==> config.mk <==
export PLATFORM = sky130hd
export DESIGN_NAME = status_frame_receiver_unit
export DESIGN_NICKNAME = d
export VERILOG_FILES = /design/src/rtl/sfr_pkg.sv /design/src/rtl/sfr_frame_core.sv /design/src/rtl/status_frame_receiver_unit.sv
export SDC_FILE = /design/constraint.sdc
export NUM_CORES = 1
export LEC_CHECK = 0
export BUFFER_PORTS_ARGS = -buffer_cell sky130_fd_sc_hd__buf_4
export CAP_MARGIN = 10
export CORE_MARGIN = 2
export CORE_UTILIZATION = 35
export DETAILED_ROUTE_END_ITERATION = 16
export PLACE_DENSITY = 0.63
export SLEW_MARGIN = 30
export SYNTH_ARGS = -nofsm -noshare
export SYNTH_HDL_FRONTEND = slang
export SYNTH_SLANG_ARGS = --single-unit
export TNS_END_PERCENT = 5
==> constraint.sdc <==
create_clock -name clk_i -period 7.8 [get_ports clk_i]
set_input_delay 0 -clock clk_i [delete_from_list [all_inputs] [get_ports clk_i]]
set_output_delay 0 -clock clk_i [all_outputs]
set_load 0.1 [all_outputs]
==> src/rtl/sfr_pkg.sv <==
// ----------------------------------------------------------------------------
// Status frame receiver package
// Shared types and constants for the status frame receiver.
// ----------------------------------------------------------------------------
package sfr_pkg;

  localparam int unsigned ByteW      = 8;
  localparam int unsigned TimeW      = 32;
  localparam int unsigned NibW       = 4;
  localparam int unsigned CountW     = 16;
  localparam int unsigned FrameBytes = 8;
  localparam int unsigned IdxW       = $clog2(FrameBytes);
  localparam int unsigned CfgIdxW    = 1;

  // Byte positions inside a frame, counting from zero.
  localparam logic [IdxW-1:0] InStatusIdx  = IdxW'(4);
  localparam logic [IdxW-1:0] OutStatusIdx = IdxW'(6);
  localparam logic [IdxW-1:0] CheckIdx     = IdxW'(FrameBytes - 1);

  localparam logic [ByteW-1:0] TimeoutReset = ByteW'(20);
  localparam logic [ByteW-1:0] HeaderReset  = ByteW'(8'h22);

  typedef enum logic [CfgIdxW-1:0] {
    CfgTimeout = 1'b0,
    CfgHeader  = 1'b1
  } cfg_reg_e;

  typedef struct packed {
    logic [ByteW-1:0] rx_byte;
    logic [TimeW-1:0] now_ms;
  } in_item_t;

  typedef struct packed {
    logic              checksum_ok;
    logic [NibW-1:0]   input_status;
    logic [NibW-1:0]   output_status;
    logic [CountW-1:0] good_frames;
  } out_item_t;

  typedef struct packed {
    logic [ByteW-1:0] interbyte_timeout_ms;
    logic [ByteW-1:0] header_byte;
  } cfg_t;

endpackage

==> src/rtl/sfr_frame_core.sv <==
// ----------------------------------------------------------------------------
// Status frame receiver core
// Frame state and the per-byte update: timeout, header, sum check, latching.
// ----------------------------------------------------------------------------
module sfr_frame_core import sfr_pkg::*; (
  input  logic      clk_i,
  input  logic      rst_ni,
  input  logic      step_i,
  input  in_item_t  item_i,
  input  cfg_t      cfg_i,
  output logic      res_valid_o,
  output out_item_t res_o
);

  logic [IdxW-1:0]   idx_q, idx_d;
  logic [ByteW-1:0]  sum_q, sum_d;
  logic [TimeW-1:0]  last_q, last_d;
  logic [NibW-1:0]   pin_q, pin_d;
  logic [NibW-1:0]   pout_q, pout_d;
  logic [NibW-1:0]   hin_q, hin_d;
  logic [NibW-1:0]   hout_q, hout_d;
  logic [CountW-1:0] good_q, good_d;

  logic [TimeW-1:0]  gap;
  logic              timed_out;
  logic [IdxW-1:0]   idx_eff;
  logic [ByteW-1:0]  sum_eff;
  logic [NibW-1:0]   pin_eff;
  logic [NibW-1:0]   pout_eff;
  logic              drop_byte;
  logic              sum_ok;

  // The gap wraps with the tick counter, so a plain subtraction is enough.
  assign gap       = item_i.now_ms - last_q;
  assign timed_out = gap > TimeW'(cfg_i.interbyte_timeout_ms);

  assign idx_eff  = timed_out ? '0 : idx_q;
  assign sum_eff  = timed_out ? '0 : sum_q;
  assign pin_eff  = timed_out ? '0 : pin_q;
  assign pout_eff = timed_out ? '0 : pout_q;

  assign drop_byte = (idx_eff == '0) && (item_i.rx_byte != cfg_i.header_byte);
  assign sum_ok    = item_i.rx_byte == sum_eff;

  always_comb begin
    idx_d       = idx_q;
    sum_d       = sum_q;
    last_d      = last_q;
    pin_d       = pin_q;
    pout_d      = pout_q;
    hin_d       = hin_q;
    hout_d      = hout_q;
    good_d      = good_q;
    res_valid_o = 1'b0;
    if (step_i) begin
      last_d = item_i.now_ms;
      idx_d  = idx_eff;
      sum_d  = sum_eff;
      pin_d  = pin_eff;
      pout_d = pout_eff;
      if (!drop_byte) begin
        if (idx_eff != CheckIdx) begin
          if (idx_eff == InStatusIdx) begin
            pin_d = item_i.rx_byte[NibW-1:0];
          end
          if (idx_eff == OutStatusIdx) begin
            pout_d = item_i.rx_byte[NibW-1:0];
          end
          sum_d = sum_eff + item_i.rx_byte;
          idx_d = idx_eff + IdxW'(1);
        end else begin
          res_valid_o = 1'b1;
          if (sum_ok) begin
            hin_d  = pin_eff;
            hout_d = pout_eff;
            good_d = good_q + CountW'(1);
          end
          idx_d  = '0;
          sum_d  = '0;
          pin_d  = '0;
          pout_d = '0;
        end
      end
    end
  end

  always_comb begin
    res_o.checksum_ok   = sum_ok;
    res_o.input_status  = hin_d;
    res_o.output_status = hout_d;
    res_o.good_frames   = good_d;
  end

  always_ff @(posedge clk_i or negedge rst_ni) begin
    if (!rst_ni) begin
      idx_q  <= '0;
      sum_q  <= '0;
      last_q <= '0;
      pin_q  <= '0;
      pout_q <= '0;
      hin_q  <= '0;
      hout_q <= '0;
      good_q <= '0;
    end else begin
      idx_q  <= idx_d;
      sum_q  <= sum_d;
      last_q <= last_d;
      pin_q  <= pin_d;
      pout_q <= pout_d;
      hin_q  <= hin_d;
      hout_q <= hout_d;
      good_q <= good_d;
    end
  end

  // A completed frame always leaves the assembler at frame start.
  assert property (@(posedge clk_i) disable iff (!rst_ni)
    step_i && res_valid_o |=> idx_q == '0)
    else $error("frame index not cleared after a completed frame");

  assert property (@(posedge clk_i) disable iff (!rst_ni)
    step_i && res_valid_o && res_o.checksum_ok |=> good_q == $past(good_q) + CountW'(1))
    else $error("good-frame counter did not advance on a good frame");

  assert property (@(posedge clk_i) disable iff (!rst_ni)
    !(step_i && res_valid_o && res_o.checksum_ok) |=>
      $stable(good_q) && $stable(hin_q) && $stable(hout_q))
    else $error("latched status changed without a good frame");

  assert property (@(posedge clk_i) disable iff (!rst_ni)
    !step_i |=> $stable(idx_q) && $stable(last_q) && $stable(sum_q))
    else $error("frame state changed without a byte");

endmodule

==> src/rtl/status_frame_receiver_unit.sv <==
// ----------------------------------------------------------------------------
// Status frame receiver
// Assembles eight-byte status frames from timestamped bytes and reports
// the checksum result and latched status for every completed frame.
// ----------------------------------------------------------------------------
// One byte is taken per clock cycle unless a waiting result holds the flow. A
// byte lands in an input register, the frame state is updated from it when
// that register advances, and a completed frame's result is loaded into an
// output register at that same edge. While a result waits, the input side
// takes a byte only if the input register is empty; in_ready_o follows
// out_ready_i combinationally when both registers are full. There is no
// clearing pass after reset. Configuration is written through a plain write
// port and should only be changed while no byte is in flight.
module status_frame_receiver_unit import sfr_pkg::*; (
  input  logic               clk_i,
  input  logic               rst_ni,
  input  logic               in_valid_i,
  output logic               in_ready_o,
  input  in_item_t           in_data_i,
  output logic               out_valid_o,
  input  logic               out_ready_i,
  output out_item_t          out_data_o,
  input  logic               cfg_we_i,
  input  logic [CfgIdxW-1:0] cfg_idx_i,
  input  logic [ByteW-1:0]   cfg_wdata_i
);

  logic      in_valid_q, in_valid_d;
  in_item_t  in_data_q;
  logic      out_valid_q, out_valid_d;
  out_item_t out_data_q;
  cfg_t      cfg_q, cfg_d;

  logic      advance;
  logic      res_valid;
  out_item_t res;

  assign advance    = in_valid_q && (!out_valid_q || out_ready_i);
  assign in_ready_o = !in_valid_q || advance;

  always_comb begin
    in_valid_d = in_valid_q;
    if (in_valid_i && in_ready_o) begin
      in_valid_d = 1'b1;
    end else if (advance) begin
      in_valid_d = 1'b0;
    end
  end

  always_comb begin
    out_valid_d = out_valid_q;
    if (advance) begin
      out_valid_d = res_valid;
    end else if (out_ready_i) begin
      out_valid_d = 1'b0;
    end
  end

  always_comb begin
    cfg_d = cfg_q;
    if (cfg_we_i) begin
      case (cfg_reg_e'(cfg_idx_i))
        CfgTimeout: cfg_d.interbyte_timeout_ms = cfg_wdata_i;
        CfgHeader:  cfg_d.header_byte          = cfg_wdata_i;
        default: ;
      endcase
    end
  end

  always_ff @(posedge clk_i or negedge rst_ni) begin
    if (!rst_ni) begin
      in_valid_q                 <= 1'b0;
      out_valid_q                <= 1'b0;
      cfg_q.interbyte_timeout_ms <= TimeoutReset;
      cfg_q.header_byte          <= HeaderReset;
    end else begin
      in_valid_q  <= in_valid_d;
      out_valid_q <= out_valid_d;
      cfg_q       <= cfg_d;
    end
  end

  always_ff @(posedge clk_i) begin
    if (in_valid_i && in_ready_o) begin
      in_data_q <= in_data_i;
    end
    if (advance && res_valid) begin
      out_data_q <= res;
    end
  end

  sfr_frame_core u_core (
    .clk_i      (clk_i),
    .rst_ni     (rst_ni),
    .step_i     (advance),
    .item_i     (in_data_q),
    .cfg_i      (cfg_q),
    .res_valid_o(res_valid),
    .res_o      (res)
  );

  assign out_valid_o = out_valid_q;
  assign out_data_o  = out_data_q;

endmodule

==> results.yml <==
layout:
  areaGrowthSynthToFinish_pct: 24.62
  nNetsFinal: 1008
  multi_input_area_sq_um: 3709
  fillers: 2209
  register_area_sq_um: 4284
  drive_gt1_share_pct: 16.52
  diodes: 0
routing:
  wl_per_cell_um: 14.19
  drc: 0
  first_pass_iters: 7
  wirelength_um: 17500
  vias_per_cell: 4.855
  num_vias: 5986
  drtIter0Drc: 285
  drtAntennaViolNets: 0
job:
  maxCapViolations: 0
global_routing:
  grt_max_degree: 70
  grt_pass1_vias: 5916
  track_usage_pct: 15.14
  gr-total-overflow: 0
  grt_pass1_wl_um: 29640
  antenna_found_initial: 0
floorplanning:
  die_area_sq_um: 24940
  design.portCount: 81
  core_area_sq_um: 23330
  start_util_pct: 35.54
  rows: 56
  die_width_um: 157.9
  die_y_um: 157.9
clock_tree:
  cts_root_buf: "clkbuf_16"
  clkTransAtPathRegs_ps: 70
  clockBufferDepth: 2
  htreeDepth: 4
  clk_latency_ps: 440
  tritoncts: "built"
  clock_sinks: 158
  cts_setup_buffers: 0
  numCtsBuffers: 17
place:
  dp_hpwl_um: 12620
  finalWeightedCongestion: 0.8733
  port_buffers: 80
  pre_cts_ws_ps: 1027
timing:
  slew-limit-headroom_pct: 42.44
  setup-violations-final: 0
  finClkSkew_ps: 13.08
  totalNegativeSetupSlack_ps: 0
  rsz0062_at_grt: "false"
  fmax_ghz: 0.1478
  period_needed_ps: 6764
  finalHoldViolCount: 0
  finalMaxSlewViolations: 0
  finalWorstSetupSlack_ps: 1036
  worst_pin_slew_ps: 859.7
  fin_crit_sh_pct: 86.72
synth:
  postSynthNetCount: 875
  synthArstFlopShare_pct: 58.86
  synth_ff_type: "dfrtp_1"
  yosys_warnings: 0
  synthCells: 768
  yosysSeqAreaShare_pct: 51.66
  synth_cell_types: 63
  syn-mean-instance-area_sq_um: 10.80
  synth-edff-count: 65
  syn_area_sq_um: 8293
  synth-seq-cells: 158
worst_setup_path:
  crit_type: "flop to flop"
  startpoint: "in_data_q[1]"
  r2r_start: "in_data_q[1]"
  critPathCaptureType: "flop"
  cp_max_fo: 23
  critPathLaunchType: "flop"
  worstPathRequired_ps: 7980
  arrival_ps: 6940
power:
  peakVddDrop_v: 0.0001567
  leakage_nw: 4.459
  power_density_nw_per_um2: 213.8
worst_hold_path:
  worstHoldPathType: "primary input to async pin"
status:
  status: "finished, final reports clean"
stage by stage:
| step | cell area, sq um | total power [mW] | hold slack [ps] | cells | util, % |
|---|---|---|---|---|---|
| 6_report | 10330 | 2.209 | 17.24 | 1233 | 44.29 |
| 5_1_grt | 10330 | 2.334 | 44.13 | 1233 | 44.29 |
| 4_1_cts | 10330 | 2.236 | 1.361 | 1233 | 44.28 |
| 3_5_place_dp | 9230 | 1.402 | -65.48 | 1148 | 39.56 |
| 3_3_place_gp | 9209 | 1.397 | -65.50 | 1147 | 39.47 |
| 2_1_floorplan | 8293 | 1.284 | -295.6 | 768 | - |
cell usage after synthesis (3+ instances only):
| cell type | number | area [sq um] |
|---|---|---|
| a211oi_1 | 7 | 52.55 |
| a21o_1 | 15 | 112.6 |
| a21oi_1 | 40 | 200.2 |
| a21oi_2 | 5 | 43.79 |
| a22o_1 | 16 | 140.1 |
| and2_1 | 13 | 81.33 |
| and3_1 | 15 | 93.84 |
| and4_1 | 3 | 26.28 |
| buf_2 | 8 | 40.04 |
| clkbuf_1 | 11 | 41.29 |
| dfrtp_1 | 89 | 2227 |
| dfstp_2 | 4 | 105.1 |
| edfxtp_1 | 65 | 1952 |
| ha_1 | 51 | 638.1 |
| inv_1 | 54 | 202.7 |
| mux2_2 | 9 | 101.4 |
| mux2i_1 | 10 | 100.1 |
| nand2_1 | 95 | 356.6 |
| nand2b_1 | 5 | 31.28 |
| nand3_1 | 16 | 80.08 |
| nand4_1 | 20 | 125.1 |
| nor2_1 | 25 | 93.84 |
| nor2b_1 | 6 | 37.54 |
| nor3_1 | 7 | 35.03 |
| nor4_1 | 4 | 25.02 |
| o2111ai_1 | 4 | 35.03 |
| o211ai_1 | 4 | 30.03 |
| o21a_1 | 13 | 97.59 |
| o21ai_0 | 57 | 285.3 |
| o21ai_1 | 4 | 20.02 |
| xnor2_1 | 43 | 376.6 |
| xor2_1 | 10 | 87.58 |
layout make-up:
cell class                 instances  area share (%)
clock buffer                      17           4.116
clock inverter                    15           1.404
inverter                          54           1.961
multi-input combinational        534           35.88
sequential                       158           41.45
tap                              319           3.862
timing repair buffer             136           11.32
logic make-up after synthesis:
logic type / count (synthesis) / share of synthesized area, %
XOR/XNOR: 54 / 5.794
AO/OA/AOI/OAI: 186 / 14.63
multiplexers: 20 / 2.610
AND/OR/NAND/NOR: 221 / 13.43
adder cells (fa/ha/maj): 53 / 8.177
buffers and inverters: 76 / 3.696
flip-flops: 158 / 51.66
layer usage:
metal  global-route usage (%)  wire, um  vias up
met5                        0         0        -
met3                    3.011       597       22
li1                         -         -     3032
met4                    5.663       365        0
met2                    25.38      8525      112
met1                    19.38      8012     2820
cell usage in the layout (no fill, tap or decap), types with 24 or more instances in the layout:
master and count:
inv_1 54, buf_4 81, ha_1 51, dlygate4sd3_1 53
xnor2_1 43, edfxtp_1 65, a21oi_1 40, nand2_1 95
dfrtp_1 89, o21ai_0 57, nor2_1 24
critical path, cell delays in order (launching register included):
cell and delay [ps]:
edfxtp_1 410, ha_1 300, nor2b_1 140, o2111ai_1 310, nand2_1 140, a21o_1 190
a21oi_1 160, xnor2_1 130, ha_1 270, a21oi_1 150, o21ai_0 100, o22ai_1 170
o2111ai_1 160, nor4_2 270, nand4_1 180, nor4b_2 390, and3_1 690, and2_1 220
ha_1 260, nor4_1 430, nand2_1 230, nor4b_4 830, mux2_4 360
path summary, 6_finish.rpt:
path,slack (ps),depth (start not counted),end
max,1040,22,out_data_o[1]
min,20,2,u_core.hout_q[3]
max reg2reg,1040,22,out_data_o[1]
min reg2reg,480,1,u_core.good_q[15]
max in group asynchronous,6830,3,u_core.last_q[7]
min in group clk_i,20,4,cfg_q[12]
report_power, final:
part | leakage, nW | internal [mW] | switching, mW
logic | 2.41 | 0.205 | 0.260
clock network | 0.278 | 0.425 | 0.378
registers | 1.77 | 0.915 | 0.0263
sequential cells by signal (all words and copies together), names as in the netlist:
name and count:
in_data_q 40, u_core.last_q 32, out_data_o 25, cfg_q 16, u_core.good_q 16, u_core.sum_q 8, u_core.hin_q 4, u_core.hout_q 4
u_core.pin_q 4, u_core.pout_q 4, u_core.idx_q 3, in_valid_q 1, out_valid_o 1
what timing repair did:
item,4_1_cts,5_1_grt
hold endpoints to repair,82,0
hold buffers,53,0
gates resized for setup,0,0
Note: power is estimated with default switching activity, not from simulation.
